===== config.mk =====
export PLATFORM = sky130hd
export DESIGN_NAME = crc_checked_packet_decoder_top
export DESIGN_NICKNAME = d
export VERILOG_FILES = /design/src/sv/cpd_pkg.sv /design/src/sv/cpd_verdict.sv /design/src/sv/cpd_core.sv /design/src/sv/crc_checked_packet_decoder_top.sv
export SDC_FILE = /design/constraint.sdc
export NUM_CORES = 1
export LEC_CHECK = 0
export BUFFER_PORTS_ARGS = -buffer_cell sky130_fd_sc_hd__buf_2
export CAP_MARGIN = 20
export CORE_MARGIN = 2
export CORE_UTILIZATION = 40
export CTS_BUF_LIST = sky130_fd_sc_hd__clkbuf_16
export DETAILED_ROUTE_END_ITERATION = 10
export PLACE_DENSITY = 0.7
export SYNTH_ARGS = -nofsm -noshare
export SYNTH_HDL_FRONTEND = slang
export SYNTH_HIERARCHICAL = 1
export SYNTH_SLANG_ARGS = --single-unit

===== constraint.sdc =====
create_clock -name clk -period 7.3 [get_ports clk]
set_input_delay 0.365 -clock clk [delete_from_list [all_inputs] [get_ports clk]]
set_output_delay 0.365 -clock clk [all_outputs]
set_load 0.05 [all_outputs]

===== src/sv/cpd_pkg.sv =====
`default_nettype none
// ----------------------------------------------------------------------------
// cpd_pkg
// Shared types, constants and the byte-wise CRC-32 update for the packet
// decoder.
// ----------------------------------------------------------------------------
package cpd_pkg;

	localparam int unsigned MAX_PAYLOAD = 512;
	localparam int unsigned COUNT_W     = 10;
	localparam logic [COUNT_W-1:0] COUNT_MAX = '1;

	localparam logic [31:0] CRC_POLY   = 32'hEDB88320;
	localparam logic [31:0] CRC_PRESET = 32'hFFFFFFFF;

	// Configuration register indexes
	localparam logic [1:0] CFG_MAX_WINDOW = 2'd0;
	localparam logic [1:0] CFG_DATA_TYPE  = 2'd1;
	localparam logic [1:0] CFG_ACK_TYPE   = 2'd2;
	localparam logic [1:0] CFG_NACK_TYPE  = 2'd3;

	typedef enum logic [3:0] {
		ST_OK           = 4'd0,
		ST_NO_HEADER    = 4'd1,
		ST_BAD_TYPE     = 4'd2,
		ST_BAD_WINDOW   = 4'd3,
		ST_BAD_LENGTH   = 4'd4,
		ST_INCONSISTENT = 4'd5,
		ST_BAD_CRC      = 4'd6,
		ST_NO_PAYLOAD   = 4'd7,
		ST_BAD_PADDING  = 4'd8
	} status_t;

	typedef struct packed {
		logic [7:0] rx_byte;
		logic       end_of_packet;
	} in_t;

	typedef struct packed {
		logic        payload_valid;
		logic [7:0]  payload_byte;
		logic        done_res;
		logic [3:0]  status;
		logic [2:0]  packet_type;
		logic [4:0]  window_size;
		logic [7:0]  sequence_number;
		logic [15:0] payload_length;
		logic [31:0] trailer_crc;
	} out_t;

	typedef struct packed {
		logic [4:0] max_window;
		logic [2:0] data_type_code;
		logic [2:0] ack_type_code;
		logic [2:0] nack_type_code;
	} cfg_t;

	// Header and check values handed to the verdict logic
	typedef struct packed {
		logic [COUNT_W-1:0] n;
		logic [2:0]         hdr_type;
		logic [4:0]         hdr_window;
		logic [15:0]        hdr_length;
		logic [31:0]        calc_crc;
		logic [31:0]        rx_crc;
	} chk_t;

	// Reflected CRC-32 update over one byte
	function automatic logic [31:0] crc_byte(input logic [31:0] acc, input logic [7:0] b);
		logic [31:0] c;
		c = acc ^ {24'd0, b};
		for (int i = 0; i < 8; i++) begin
			c = c[0] ? ((c >> 1) ^ CRC_POLY) : (c >> 1);
		end
		return c;
	endfunction

endpackage
`default_nettype wire


===== src/sv/cpd_verdict.sv =====
`default_nettype none
// ----------------------------------------------------------------------------
// cpd_verdict
// Final packet status from header fields, byte count and CRC, in priority
// order.
// ----------------------------------------------------------------------------
module cpd_verdict (
	input  var cpd_pkg::chk_t    chk,
	input  var cpd_pkg::cfg_t    cfg,
	output cpd_pkg::status_t     status
);

	logic        type_known;
	logic [1:0]  pad;
	logic [16:0] total;

	assign type_known = (chk.hdr_type == cfg.data_type_code) ||
	                    (chk.hdr_type == cfg.ack_type_code)  ||
	                    (chk.hdr_type == cfg.nack_type_code);
	// Padding up to the next multiple of four
	assign pad   = 2'(3'd4 - {1'b0, chk.hdr_length[1:0]});
	assign total = 17'd8 + {1'b0, chk.hdr_length} + {15'd0, pad};

	always_comb begin
		if (chk.n < cpd_pkg::COUNT_W'(4))
			status = cpd_pkg::ST_NO_HEADER;
		else if (!type_known)
			status = cpd_pkg::ST_BAD_TYPE;
		else if (chk.hdr_window > cfg.max_window)
			status = cpd_pkg::ST_BAD_WINDOW;
		else if (chk.hdr_length > 16'(cpd_pkg::MAX_PAYLOAD))
			status = cpd_pkg::ST_BAD_LENGTH;
		else if (chk.n == cpd_pkg::COUNT_W'(4))
			status = cpd_pkg::ST_OK;
		else if (chk.hdr_type != cfg.data_type_code)
			status = cpd_pkg::ST_INCONSISTENT;
		else if (chk.n < cpd_pkg::COUNT_W'(8))
			status = cpd_pkg::ST_INCONSISTENT;
		else if ((chk.calc_crc ^ cpd_pkg::CRC_PRESET) != chk.rx_crc)
			status = cpd_pkg::ST_BAD_CRC;
		else if (chk.n == cpd_pkg::COUNT_MAX)
			status = cpd_pkg::ST_INCONSISTENT;
		else if (chk.n == cpd_pkg::COUNT_W'(8))
			status = cpd_pkg::ST_NO_PAYLOAD;
		else if (chk.n[1:0] != 2'd0)
			status = cpd_pkg::ST_BAD_PADDING;
		else if (total != 17'(chk.n))
			status = cpd_pkg::ST_INCONSISTENT;
		else
			status = cpd_pkg::ST_OK;
	end

endmodule
`default_nettype wire


===== src/sv/cpd_core.sv =====
`default_nettype none
// ----------------------------------------------------------------------------
// cpd_core
// Per-packet state: byte counter, header capture, 4-byte delay line and
// CRC accumulator. Forms the result for the byte on its input.
// ----------------------------------------------------------------------------
module cpd_core (
	input  var logic          clk,
	input  var logic          arst_n,
	input  var logic          step,
	input  var cpd_pkg::in_t  item,
	input  var cpd_pkg::cfg_t cfg,
	output cpd_pkg::out_t     result,
	output logic              produces
);

	logic [cpd_pkg::COUNT_W-1:0] byte_count_q, count_n;
	logic [31:0]                 crc_q, crc_n;
	logic [7:0]                  dly_q [4];
	logic [2:0]                  hdr_type_q, type_n;
	logic [4:0]                  hdr_window_q, window_n;
	logic [7:0]                  hdr_seq_q, seq_n;
	logic [15:0]                 hdr_len_q, len_n;
	logic [7:0]                  b, leaving;
	logic [31:0]                 rx_crc;
	logic                        pv, last;
	cpd_pkg::chk_t               chk;
	cpd_pkg::status_t            status;

	assign b       = item.rx_byte;
	assign last    = item.end_of_packet;
	assign leaving = dly_q[0];

	// Header capture
	always_comb begin
		type_n   = hdr_type_q;
		window_n = hdr_window_q;
		seq_n    = hdr_seq_q;
		len_n    = hdr_len_q;
		case (byte_count_q)
			cpd_pkg::COUNT_W'(0): begin
				type_n   = b[7:5];
				window_n = b[4:0];
			end
			cpd_pkg::COUNT_W'(1): seq_n = b;
			cpd_pkg::COUNT_W'(2): len_n = {b, hdr_len_q[7:0]};
			cpd_pkg::COUNT_W'(3): len_n = {hdr_len_q[15:8], b};
			default: ;
		endcase
	end

	assign crc_n   = (byte_count_q >= cpd_pkg::COUNT_W'(4)) ?
	                 cpd_pkg::crc_byte(crc_q, leaving) : crc_q;
	assign count_n = (byte_count_q == cpd_pkg::COUNT_MAX) ?
	                 byte_count_q : byte_count_q + cpd_pkg::COUNT_W'(1);
	assign pv      = (byte_count_q != cpd_pkg::COUNT_MAX) &&
	                 (byte_count_q >= cpd_pkg::COUNT_W'(8)) &&
	                 (16'(byte_count_q - cpd_pkg::COUNT_W'(8)) < len_n);
	assign rx_crc  = {dly_q[1], dly_q[2], dly_q[3], b};

	assign chk.n          = count_n;
	assign chk.hdr_type   = type_n;
	assign chk.hdr_window = window_n;
	assign chk.hdr_length = len_n;
	assign chk.calc_crc   = crc_n;
	assign chk.rx_crc     = rx_crc;

	cpd_verdict u_verdict (
		.chk    (chk),
		.cfg    (cfg),
		.status (status)
	);

	always_comb begin
		result                 = '0;
		result.payload_valid   = pv;
		result.payload_byte    = pv ? leaving : 8'd0;
		result.done_res        = last;
		if (last) begin
			result.status          = status;
			result.packet_type     = type_n;
			result.window_size     = window_n;
			result.sequence_number = seq_n;
			result.payload_length  = len_n;
			result.trailer_crc     = rx_crc;
		end
	end

	assign produces = pv || last;

	// Advance on each byte; rearm after the final one
	always_ff @(posedge clk or negedge arst_n) begin
		if (!arst_n) begin
			byte_count_q <= '0;
			crc_q        <= cpd_pkg::CRC_PRESET;
			dly_q        <= '{default: 8'd0};
			hdr_type_q   <= '0;
			hdr_window_q <= '0;
			hdr_seq_q    <= '0;
			hdr_len_q    <= '0;
		end else if (step) begin
			if (last) begin
				byte_count_q <= '0;
				crc_q        <= cpd_pkg::CRC_PRESET;
				dly_q        <= '{default: 8'd0};
				hdr_type_q   <= '0;
				hdr_window_q <= '0;
				hdr_seq_q    <= '0;
				hdr_len_q    <= '0;
			end else begin
				byte_count_q <= count_n;
				crc_q        <= crc_n;
				dly_q        <= '{dly_q[1], dly_q[2], dly_q[3], b};
				hdr_type_q   <= type_n;
				hdr_window_q <= window_n;
				hdr_seq_q    <= seq_n;
				hdr_len_q    <= len_n;
			end
		end
	end

endmodule
`default_nettype wire


===== src/sv/crc_checked_packet_decoder_top.sv =====
`default_nettype none
// ----------------------------------------------------------------------------
// crc_checked_packet_decoder_top
// Byte-stream packet deframer with header checks and trailing CRC-32.
// ----------------------------------------------------------------------------
// Input channel (in_valid/in_ready/in_data): one raw byte per transaction,
// end_of_packet marking the final byte of a packet. Output channel
// (out_valid/out_ready/out_data): one transaction per payload byte leaving
// the 4-byte delay line within the declared length, and one on the final
// byte carrying done_res, status, the header fields and the received CRC.
// Bytes that produce nothing (header, CRC tail, padding) yield no
// transaction.
// Path: a byte accepted is held in the input register, is processed from
// there, and its result is loaded into the output register that drives out_data.
// Throughput: one byte per cycle unless the output side stalls; the CRC update,
// header capture and status checks all sit between the two registers.
// Stall: while out_ready is low the output register holds; one more byte
// waits in the input register, then in_ready drops. Bytes that produce no
// result still move on while the output side is stalled.
// Reset (arst_n low): configuration returns to max_window 31, type codes
// 1/2/3; the packet state clears (counter 0, CRC preset, empty delay line).
// Configuration writes (cfg_we/cfg_index/cfg_wdata) take effect at once. The
// user must write only while no packet is in flight; no logic enforces it.
// ----------------------------------------------------------------------------
module crc_checked_packet_decoder_top (
	input  var logic          clk,
	input  var logic          arst_n,
	input  var logic          in_valid,
	output logic              in_ready,
	input  var cpd_pkg::in_t  in_data,
	output logic              out_valid,
	input  var logic          out_ready,
	output cpd_pkg::out_t     out_data,
	input  var logic          cfg_we,
	input  var logic [1:0]    cfg_index,
	input  var logic [4:0]    cfg_wdata
);

	cpd_pkg::cfg_t cfg_q;
	cpd_pkg::in_t  rx_s1;
	logic          valid_s1;
	cpd_pkg::out_t out_q;
	logic          out_valid_q;
	cpd_pkg::out_t result;
	logic          produces;
	logic          out_free;
	logic          advance;

	// Configuration registers
	always_ff @(posedge clk or negedge arst_n) begin
		if (!arst_n) begin
			cfg_q.max_window     <= 5'd31;
			cfg_q.data_type_code <= 3'd1;
			cfg_q.ack_type_code  <= 3'd2;
			cfg_q.nack_type_code <= 3'd3;
		end else if (cfg_we) begin
			unique case (cfg_index)
				cpd_pkg::CFG_MAX_WINDOW: cfg_q.max_window     <= cfg_wdata;
				cpd_pkg::CFG_DATA_TYPE:  cfg_q.data_type_code <= cfg_wdata[2:0];
				cpd_pkg::CFG_ACK_TYPE:   cfg_q.ack_type_code  <= cfg_wdata[2:0];
				cpd_pkg::CFG_NACK_TYPE:  cfg_q.nack_type_code <= cfg_wdata[2:0];
				default: ;
			endcase
		end
	end

	// Advance the held byte when its result has somewhere to go, or when it
	// produces no result at all.
	assign out_free = !out_valid_q || out_ready;
	assign advance  = valid_s1 && (!produces || out_free);
	assign in_ready = !valid_s1 || advance;

	// Input register
	always_ff @(posedge clk or negedge arst_n) begin
		if (!arst_n) begin
			valid_s1 <= 1'b0;
		end else if (in_valid && in_ready) begin
			valid_s1 <= 1'b1;
		end else if (advance) begin
			valid_s1 <= 1'b0;
		end
	end

	always_ff @(posedge clk) begin
		if (in_valid && in_ready) begin
			rx_s1 <= in_data;
		end
	end

	cpd_core u_core (
		.clk      (clk),
		.arst_n   (arst_n),
		.step     (advance),
		.item     (rx_s1),
		.cfg      (cfg_q),
		.result   (result),
		.produces (produces)
	);

	// Output register: load a fresh result, or drop the one just taken
	always_ff @(posedge clk or negedge arst_n) begin
		if (!arst_n) begin
			out_valid_q <= 1'b0;
		end else if (advance && produces) begin
			out_valid_q <= 1'b1;
		end else if (out_ready) begin
			out_valid_q <= 1'b0;
		end
	end

	always_ff @(posedge clk) begin
		if (advance && produces) begin
			out_q <= result;
		end
	end

	assign out_valid = out_valid_q;
	assign out_data  = out_q;

	// Every result carries a payload byte or a verdict
	a_no_empty_result: assert property (@(posedge clk) disable iff (!arst_n)
		out_valid_q |-> (out_q.payload_valid || out_q.done_res))
		else $error("empty result transaction");

	// Verdict fields stay clear on plain payload transactions
	a_clear_verdict: assert property (@(posedge clk) disable iff (!arst_n)
		(out_valid_q && !out_q.done_res) |->
		(out_q.status == 4'd0 && out_q.trailer_crc == 32'd0 &&
		 out_q.payload_length == 16'd0))
		else $error("verdict fields set without done_res");

	// A held byte that cannot move keeps its place in the input register
	a_hold_s1: assert property (@(posedge clk) disable iff (!arst_n)
		(valid_s1 && !advance) |=> (valid_s1 && $stable(rx_s1)))
		else $error("input register lost a stalled byte");

	// A produced result is always loaded into the output register
	a_load_out: assert property (@(posedge clk) disable iff (!arst_n)
		(advance && produces) |=> out_valid_q)
		else $error("result dropped");

endmodule
`default_nettype wire


==> results.py, run 1 <==
metrics = {
    "outcome": {
        "status": "completed",
    },
    "grt": {
        "met2_usage": 0.338,
        "busiest_layer": "met2",
        "grt_max_degree": 88,
        "grt_pass1_vias": 8358,
        "grtUsageTotal": 0.201,
        "grt_pass1_wl_mm": 48.8,
        "use_met3": 0.0264,
        "antenna_found_initial": 0,
        "use_met1": 0.271,
        "overflow": 0,
    },
    "logic_synthesis": {
        "synthTopCellsByArea": "edfxtp_1, dfrtp_1, dfstp_2, xor2_1, and2_1",
        "synthAdderAreaFrac": 0.0282,
        "synth_xor_area_frac": 0.118,
        "netlist.area_leader.share": 0.218,
        "synth-warning-count": 6,
        "synth_top_area_cell": "edfxtp_1",
        "synth_compound_area_frac": 0.146,
        "synthSimpleGateAreaFrac": 0.158,
        "ys_top_cells_by_count": "edfxtp_1, nand2_1, dfrtp_1",
        "async_flop_share": 0.584,
        "syn_area_per_cell_um2": 11.2,
        "synth.area.mux_share": 0.0361,
        "synth_top_family_by_area": "simple AND/OR/NAND/NOR gates",
        "netlist_area_um2": 12000,
        "synth_cell_type_count": 85,
        "synth-seq-cells": 209,
        "synthesis.nets": 1114,
        "yosysMostFrequentCell": "edfxtp_1",
        "netlist_instances": 1066,
        "synth-edff-count": 87,
        "yosysSeqAreaShare": 0.478,
        "synth_flop_cell": "edfxtp_1",
    },
    "route": {
        "drt-initial-drc-count": 770,
        "route.detailed.drc": 0,
        "routed-via-count": 8670,
        "drt_first_pass_iters": 5,
        "drtAntennaViolNets": 0,
        "viasPerCell": 5.60,
        "wl_per_cell_um": 20.4,
        "wl_mm": 31.5,
    },
    "die": {
        "start_util": 0.405,
        "die_x_um": 177,
        "num_io_pins": 101,
        "die_h_um": 177,
        "dieArea_um2": 31300,
        "core-area_um2": 29600,
        "core.rowCount": 63,
    },
    "placed_design": {
        "pre_cts_ws_ps": 1470,
        "place_congestion": 0.885,
        "hpwlAfterDp_mm": 21.9,
        "numPortBuffers": 100,
    },
    "timing": {
        "worst_pin_slew_ps": 1000,
        "setup_violations": 0,
        "timing.final.crit_share": 0.814,
        "finalSetupTns_ps": 0,
        "relSlewSlack": 0.327,
        "fin_worst_skew_ps": 17.6,
        "fmaxAchievable_mhz": 168,
        "final.min_clock_period_ps": 5940,
        "maxSlewViolCount": 0,
        "setup_ws_ps": 1360,
        "rsz0062_at_grt": "false",
        "hold_viol": 0,
    },
    "cells_and_area": {
        "diodes": 0,
        "nets": 1189,
        "area_delta_synth_final_pct": 12.9,
        "drive_above_1_share": 0.247,
    },
    "run": {
        "maxCapViolCount": 0,
    },
    "worst_setup_path": {
        "start_kind": "register",
        "r2r_slack_ps": 1360,
        "cp-end-kind": "register",
        "worst-path-max-fanout": 59,
        "ff2ff_path_depth": 15,
        "reg2reg_from": "u_core/byte_count_q[6]",
        "path_class": "register to register",
        "required_ps": 7480,
        "cp_data_arrival_time_ps": 6130,
        "reg2reg_to": "out_data[0]",
    },
    "clock_tree": {
        "post_cts_buffers": 0,
        "cts.sink_count": 209,
        "clock_latency_ps": 520,
        "cts_tree": "done",
        "cts.clk_slew.worst_paths_ps": 60,
        "cts-root-buf": "clkbuf_16",
        "clock_path_buffers": 3,
        "htreeDepth": 1,
        "cts_resized": 0,
        "holdBufCountCts": 1,
        "cts_buffers": 23,
    },
    "worst_hold_path": {
        "hold_depth": 1,
        "worstHoldEndpoint": "rx_s1[8]",
        "min_from": "in_data[8]",
        "worst_hold_path_type": "input pin to register",
    },
    "power_and_ir_drop": {
        "ir_worst_vdd_mv": 0.180,
        "power_leakage_nw": 5.41,
        "power.density_nw_per_um2": 315,
    },
}
## logic make-up after synthesis
group                      after synthesis
DFF                                    209
muxes                                   38
buffers and inverters                   97
adders and majority gates               27
xor gates and xnor gates               131
AOI/OAI and AO/OA                      229
and+or+nand+nor                        335
## per-layer routing
metal,share of wire,up-vias,wire [um]
li1,-,4014,-
met4,0.029,0,906
met2,0.48,317,15200
met3,0.061,53,1920
met5,0,-,0
met1,0.43,4286,13500
## power by group
group	internal, mW	switching [mW]	leakage, nW
registers	1.44	0.157	2.35
clock network	0.633	0.482	0.377
logic	0.657	0.883	2.68
total	2.73	1.52	5.41
## cell type report
| cell class | count | area (um2) |
|---|---|---|
| fillers | 2770 | 16000 |
| clock buffers | 24 | 601 |
| multi-input cells | 760 | 5850 |
| well taps | 390 | 488 |
| inverters | 34 | 128 |
| clock inverters | 18 | 118 |
| flip-flops and latches | 209 | 5720 |
| repair buffers | 113 | 616 |
## registers in the layout, indices dropped and copies added, names as in the netlist
signal	cells
cfg_q	14
u_core/leaving	8
u_core/crc_q	32
u_core/chk	24
rx_s1	9
u_core/hdr_type_q	3
out_valid	1
u_core/hdr_len_q	16
u_core/byte_count_q	10
out_data	78
valid_s1	1
u_core/hdr_seq_q	8
u_core/hdr_window_q	5
## worst max-delay path: stages (launching register included)
cell       delay, ps
dfrtp_1          540
or4_4            650
nor3_4           740
nand3b_2         320
a32o_1           370
inv_1             90
ha_1             240
a21o_1           180
a21o_1           180
a32oi_1          150
o2111ai_1        160
buf_4            250
o31ai_1          540
nand2_1          220
nor2_4           560
buf_12           340
## worst max path at each step
stage,from,depth (start not counted),end
4_1_cts,u_core/byte_count_q[6],15,out_data[67]
6_report,u_core/byte_count_q[6],15,out_data[0]
3_3_place_gp,u_core/byte_count_q[6],15,out_data[59]
5_1_grt,u_core/byte_count_q[6],16,u_core/byte_count_q[5]
3_5_place_dp,u_core/byte_count_q[6],15,out_data[12]
2_1_floorplan,u_core/byte_count_q[3],16,out_data[0]
## stage by stage
| stage | utilization | cell area [um2] | hold WS [ps] | instances | power [mW] |
|---|---|---|---|---|---|
| final | 0.457 | 13500 | 19.8 | 1548 | 4.25 |
| after global placement | 0.432 | 12800 | 436 | 1505 | 3.12 |
| after floorplan | - | 12000 | 69.4 | 1066 | 2.79 |
| after CTS | 0.457 | 13500 | 5.66 | 1548 | 4.26 |
| after global routing | 0.457 | 13500 | 1.68 | 1548 | 4.47 |
| after detailed placement | 0.432 | 12800 | 441 | 1505 | 3.14 |
## layout by cell type, fill, tap and decap left out, types with 21 or more instances in the layout
cell	Yosys	final
mux2_2	27	27
nand2_1	84	84
o2bb2ai_1	24	24
and2_1	57	57
edfxtp_1	87	87
o21ai_0	28	28
nor2_1	51	50
clkbuf_16	0	24
xor2_1	69	69
xnor2_1	39	39
dfstp_2	41	41
inv_1	32	37
a31o_2	24	24
buf_2	9	99
nor2b_1	31	31
nand3_1	21	21
a21oi_1	28	28
ha_1	27	27
dfrtp_1	81	81
Note: power is estimated with default switching activity, not from simulation.
==> inputs of run 2 (changes only) <==
Settings changed: ABC_AREA set to 1, PLACE_DENSITY 0.7 to 0.68.
Clock period 7.3 ns to 5.63 ns, I/O delays scaled along.
==> run 2 against run 1 <==
  * Clock power is 39% higher
  * Utilization up 1.6 points
  * First-iteration DRC count up 21%
  * Hold slack gained 20 ps
  * Global-route usage is 0.45 points higher
  * Count of clock-buffer cells in the layout up 1
  * Via count is 11% higher
  * Flip-flop and latch count did not move
  * Sequential share of layout area fell by 0.41 points
  * Cell count increased by 22%
  * Combinational power grew 21%
==> results.py, run 2 <==
metrics = {
    "worst_setup_path": {
        "cp-end-kind": "register",
        "start_kind": "register",
        "cp-startpoint": "u_core/byte_count_q[8]",
        "reg2reg_from": "u_core/byte_count_q[8]",
        "worst-path-max-fanout": 66,
        "cp_data_arrival_time_ps": 5510,
        "required_ps": 5980,
        "path_class": "register to register",
    },
    "timing": {
        "setup_violations": 0,
        "finalSetupTns_ps": 0,
        "relSlewSlack": 0.294,
        "final.min_clock_period_ps": 5150,
        "fin_worst_skew_ps": 9.46,
        "setup_ws_ps": 476,
        "worst_pin_slew_ps": 1060,
        "fmaxAchievable_mhz": 194,
        "rsz0062_at_grt": "false",
        "whs_ps": 39.8,
        "timing.final.crit_share": 0.915,
        "maxSlewViolCount": 0,
        "hold_viol": 0,
    },
    "clock_tree": {
        "cts_buffers": 24,
        "cts-root-buf": "clkbuf_16",
        "htreeDepth": 1,
        "cts_tree": "done",
        "clock_latency_ps": 520,
        "cts.sink_count": 209,
        "clock_path_buffers": 3,
        "cts.clk_slew.worst_paths_ps": 60,
    },
    "route": {
        "viasPerCell": 5.10,
        "drtAntennaViolNets": 0,
        "wl_mm": 32.0,
        "wl_per_cell_um": 16.9,
        "drt-initial-drc-count": 933,
        "drt_first_pass_iters": 6,
        "route.detailed.drc": 0,
        "routed-via-count": 9652,
    },
    "placed_design": {
        "place_congestion": 0.923,
        "pre_cts_ws_ps": 450,
        "hpwlAfterDp_mm": 23.1,
        "numPortBuffers": 100,
    },
    "power_and_ir_drop": {
        "power_leakage_nw": 6.35,
        "ir_worst_vdd_mv": 0.174,
        "design_power_total_mw": 5.33,
        "power.density_nw_per_um2": 391,
    },
    "logic_synthesis": {
        "synth_top_area_cell": "edfxtp_1",
        "synth_top_family_by_area": "simple AND/OR/NAND/NOR gates",
        "synth_compound_area_frac": 0.0977,
        "synth-warning-count": 6,
        "synthesis.nets": 1425,
        "syn_area_per_cell_um2": 8.57,
        "synth-seq-cells": 209,
        "synthTopCellsByArea": "edfxtp_1, dfrtp_1, dfstp_2, nand2_1, inv_1",
        "synthSimpleGateAreaFrac": 0.197,
        "async_flop_share": 0.584,
        "synth-edff-count": 87,
        "synth_flop_cell": "edfxtp_1",
        "synth_xor_area_frac": 0.0936,
        "yosysMostFrequentCell": "nand2_1",
        "synthAdderAreaFrac": 0.0286,
        "ys_top_cells_by_count": "nand2_1, inv_1, nor2_1",
        "netlist_area_um2": 11800,
        "yosysSeqAreaShare": 0.484,
        "netlist.area_leader.share": 0.221,
        "synth.area.mux_share": 0,
        "synth_cell_type_count": 46,
        "netlist_instances": 1377,
    },
    "outcome": {
        "status": "completed",
    },
    "die": {
        "core.rowCount": 62,
        "dieArea_um2": 30900,
        "num_io_pins": 101,
        "die_h_um": 176,
        "die_x_um": 176,
        "core-area_um2": 28900,
        "start_util": 0.409,
    },
    "grt": {
        "grt_pass1_vias": 9254,
        "busiest_layer": "met2",
        "met2_usage": 0.349,
        "grt_pass1_wl_mm": 50.1,
        "use_met3": 0.0234,
        "antenna_found_initial": 0,
        "grt_max_degree": 92,
        "grtUsageTotal": 0.206,
        "overflow": 0,
        "use_met1": 0.274,
    },
    "cells_and_area": {
        "area_delta_synth_final_pct": 15.6,
        "largest_reg_flops": 78,
        "layout_common_cells": "nand2_1, inv_1, nor2_1, buf_2, o22ai_1",
        "drive_above_1_share": 0.169,
        "diodes": 0,
        "layout_commonest_cell": "nand2_1",
        "nets": 1537,
    },
    "run": {
        "maxCapViolCount": 0,
    },
    "worst_hold_path": {
        "min_from": "cfg_wdata[2]",
        "worst_hold_path_type": "input pin to register",
    },
}
run 2: layout make-up:
cell class | count | area (um2)
clock buffers | 25 | 626
clock inverters | 19 | 155
fillers | 2777 | 15200
inverters | 262 | 985
multi-input cells | 866 | 4920
flip-flops and latches | 209 | 5720
well taps | 384 | 480
repair buffers | 126 | 761
run 2: per-stage QoR:
step                      instances  area (um2)  utilization
after detailed placement       1832       12700        0.440
after global routing           1891       13600        0.473
after CTS                      1891       13600        0.473
after global placement         1832       12700        0.440
after floorplan                1377       11800            -
final                          1891       13600        0.473
run 2: critical path, stage by stage, from the launching register on:
cell and delay (ps):
dfrtp_1 470, inv_2 110, nand2_1 130, nor2_4 230
nand4_2 280, nor2_2 390, o22ai_1 270, inv_1 190
ha_1 270, a21oi_1 170, nor2_1 60, a211oi_1 220
nand4_1 120, inv_1 90, nand2_2 160, nand2_1 150
nand3_1 80, nand2_1 80, inv_2 40, clkinv_1 30
buf_4 200, nor2_2 140, inv_2 530, buf_12 370
o22ai_1 150
run 2: layer usage:
layer / share of wire / vias to the layer above
met3: 0.059 / 72
li1: - / 4666
met1: 0.42 / 4584
met2: 0.49 / 330
met5: 0 / -
met4: 0.036 / 0
run 2: what timing repair did:
item | in CTS | in global routing
endpoints found under the hold margin | 61 | 0
gates resized for setup | 0 | 1
setup buffers | 0 | 0
endpoints found under the setup margin | 0 | 26
hold buffers | 15 | 0
run 2: final timing paths:
kind                                   endpoint  slack [ps]  depth (start not counted)
min in group asynchronous     u_core/leaving[6]         480                          2
max in group asynchronous              cfg_q[5]        3890                          3
min                                   cfg_q[11]          40                          3
max reg2reg                u_core/hdr_type_q[0]         480                         24
max                        u_core/hdr_type_q[0]         480                         24
min reg2reg                           cfg_q[13]         460                          2
run 2: kinds of logic after synthesis:
family                     count (synthesis)
AOI/OAI and AO/OA                        195
xor gates and xnor gates                 118
adders and majority gates                 27
buffers and inverters                    302
DFF                                      209
and+or+nand+nor                          526
run 2: power by group:
| group | total, mW | internal (mW) | switching, mW | leakage (nW) |
|---|---|---|---|---|
| combinational | 1.87 | 0.624 | 1.24 | 3.60 |
| sequential | 1.92 | 1.81 | 0.112 | 2.36 |
| clock | 1.54 | 0.899 | 0.641 | 0.391 |
==> inputs of run 3 (changes only) <==
==> constraint.sdc (replaced) <==
create_clock -name clk -period 5.63 [get_ports clk]
set_input_delay 0.8445 -clock clk [delete_from_list [all_inputs] [get_ports clk]]
set_output_delay 0.8445 -clock clk [all_outputs]
set_load 0.05 [all_outputs]
==> run 3 against run 2 <==
  * Count of clock-buffer cells in the layout down 2
  * Critical path type unchanged
  * Wire length grew 1.1%
  * Via count decreased by 0.28%
  * Combinational power about the same
  * Highest routed layer unchanged
  * Non-clock buffer count down 13
  * Sequential power about the same
  * Hold slack better by 200 ps
  * Utilization fell by 0.51 points
  * Sequential share of layout area grew 0.46 points
  * Register-to-register slack lost 20 ps
  * Clock skew rose by 4.3 ps
  * Final area is 1.1% lower
==> results.py, run 3 (synthesis gave the netlist of run 2 again) <==
metrics = {
    "cells_and_area": {
        "layout_commonest_cell": "nand2_1",
        "multi_input_area_um2": 4920,
        "stdcell_area_um2": 13500,
        "register_area_um2": 5720,
        "nets": 1523,
        "diodes": 0,
        "area_delta_synth_final_pct": 14.3,
        "layout_common_cells": "nand2_1, inv_1, nor2_1, buf_2, o22ai_1",
        "fill_cells": 2845,
        "finalNonFillerCells": 1875,
        "drive_above_1_share": 0.170,
        "largest_reg_flops": 78,
    },
    "placed_design": {
        "place_inst": 1834,
        "placed_cell_area_um2": 12700,
        "numPortBuffers": 100,
        "pre_cts_ws_ps": 642,
        "hpwlAfterDp_mm": 23.8,
        "place_congestion": 0.932,
    },
    "grt": {
        "overflow": 0,
        "grt_max_degree": 92,
        "antenna_found_initial": 0,
        "grt_pass1_wl_mm": 50.3,
        "grtUsageTotal": 0.208,
        "grt_pass1_vias": 9105,
    },
    "die": {
        "die_h_um": 176,
        "die_x_um": 176,
        "start_util": 0.409,
        "core.rowCount": 62,
        "core-area_um2": 28900,
        "num_io_pins": 101,
        "dieArea_um2": 30900,
    },
    "timing": {
        "worst_pin_slew_ps": 1040,
        "fin_worst_skew_ps": 13.7,
        "fmaxAchievable_mhz": 193,
        "hold_viol": 0,
        "timing.final.crit_share": 0.920,
        "relSlewSlack": 0.308,
        "rsz0062_at_grt": "false",
        "setup_violations": 0,
        "maxSlewViolCount": 0,
        "finalSetupTns_ps": 0,
        "setup_ws_ps": 452,
        "final.min_clock_period_ps": 5180,
    },
    "clock_tree": {
        "cts_resized": 0,
        "cts.clk_slew.worst_paths_ps": 70,
        "clock_latency_ps": 520,
        "cts_tree": "done",
        "post_cts_buffers": 0,
        "clock_path_buffers": 3,
        "cts.sink_count": 209,
        "htreeDepth": 1,
        "cts-root-buf": "clkbuf_16",
        "holdBufCountCts": 0,
        "cts_buffers": 23,
    },
    "power_and_ir_drop": {
        "internal_power_mw": 3.36,
        "switchingPower_mw": 1.99,
        "power_leakage_nw": 6.28,
        "power.density_nw_per_um2": 396,
        "ir_worst_vdd_mv": 0.218,
        "p_seq_frac": 0.361,
        "power_frac_comb": 0.347,
        "sw_frac_of_total": 0.371,
        "clockPowerShare": 0.293,
    },
    "route": {
        "drt_first_pass_iters": 5,
        "drtAntennaViolNets": 0,
        "wl_mm": 32.4,
        "viasPerCell": 5.13,
        "routed-via-count": 9625,
        "drt-initial-drc-count": 902,
        "route.detailed.drc": 0,
        "wl_per_cell_um": 17.3,
    },
    "worst_hold_path": {
        "worst_hold_path_type": "input pin to async pin",
    },
    "worst_setup_path": {
        "required_ps": 6070,
        "cp_data_arrival_time_ps": 5620,
        "path_class": "register to register",
        "start_kind": "register",
        "worst-path-max-fanout": 41,
        "cp-end-kind": "register",
    },
    "run": {
        "maxCapViolCount": 0,
    },
    "outcome": {
        "status": "completed",
    },
}
==> run 3: cell count changes in the layout (fill, tap and decap cells not counted) <==
cell / change
buf_4: +2
bufinv_16: +2
clkbuf_16: -2
clkinv_2: +1
clkinv_4: -2
dlygate4sd3_1: -15
inv_1: -2
nor2_1: +1
nor2_2: -1
==> run 3: final timing paths <==
kind / startpoint / to / slack, ps / cells after the start
worst max-delay path: u_core/byte_count_q[5] / u_core/crc_q[14] / 450 / 23
worst min register to register: cfg_q[12] / cfg_q[12] / 470 / 2
worst min-delay path: arst_n / u_core/chk[28] / 240 / 1
min in group clk: cfg_q[12] / cfg_q[12] / 470 / 2
worst max register to register: u_core/byte_count_q[5] / u_core/crc_q[14] / 450 / 23
max in group asynchronous: arst_n / cfg_q[2] / 4210 / 2
==> run 3: power by group through the flow <==
stage | combinational (mW) | clock [mW] | sequential [mW]
floorplan | 1.27 | 0 | 2.06
global placement | 1.79 | 0 | 1.95
detailed placement | 1.82 | 0 | 1.95
CTS | 1.83 | 1.59 | 1.93
global route | 2.04 | 1.65 | 1.95
finish | 1.85 | 1.56 | 1.93
==> run 3: routing by layer <==
layer  global-route usage  wire, um  up-vias
met5                    0         0        -
met4               0.0778      1260        0
met3               0.0361      1980       75
met2                0.347     15700      327
met1                0.272     13400     4578
li1                     -         -     4645
==> run 3: cell type report <==
cell class	count	area share
Sequential cell	209	0.424
Multi-Input combinational cell	866	0.364
Inverter	262	0.0730
Timing Repair Buffer	113	0.0464
Clock buffer	23	0.0426
Tap cell	384	0.0356
Clock inverter	18	0.0145
==> run 3: through the flow <==
step	power [mW]	hold slack (ps)	utilization
2_1_floorplan	3.32	444	-
3_3_place_gp	3.74	452	0.441
3_5_place_dp	3.78	458	0.441
4_1_cts	5.35	250	0.468
5_1_grt	5.64	268	0.468
6_report	5.35	245	0.468
==> run 3: worst max-delay path: stages (launching register included) <==
cell      delay, ps
dfrtp_1         490
nor2_4          140
nand2_2         100
nor2_4          200
nand4_2         260
o22ai_1         520
inv_1           210
ha_1            370
nand4_1         130
inv_1            70
nand2_1          50
nand4_1          90
inv_1            60
nand2_2         240
nand2_1         150
nand3_1         120
nand2_1          70
inv_2            60
clkinv_1         60
nor2_1          640
inv_2           510
buf_12          320
o22ai_1         140
inv_1            80
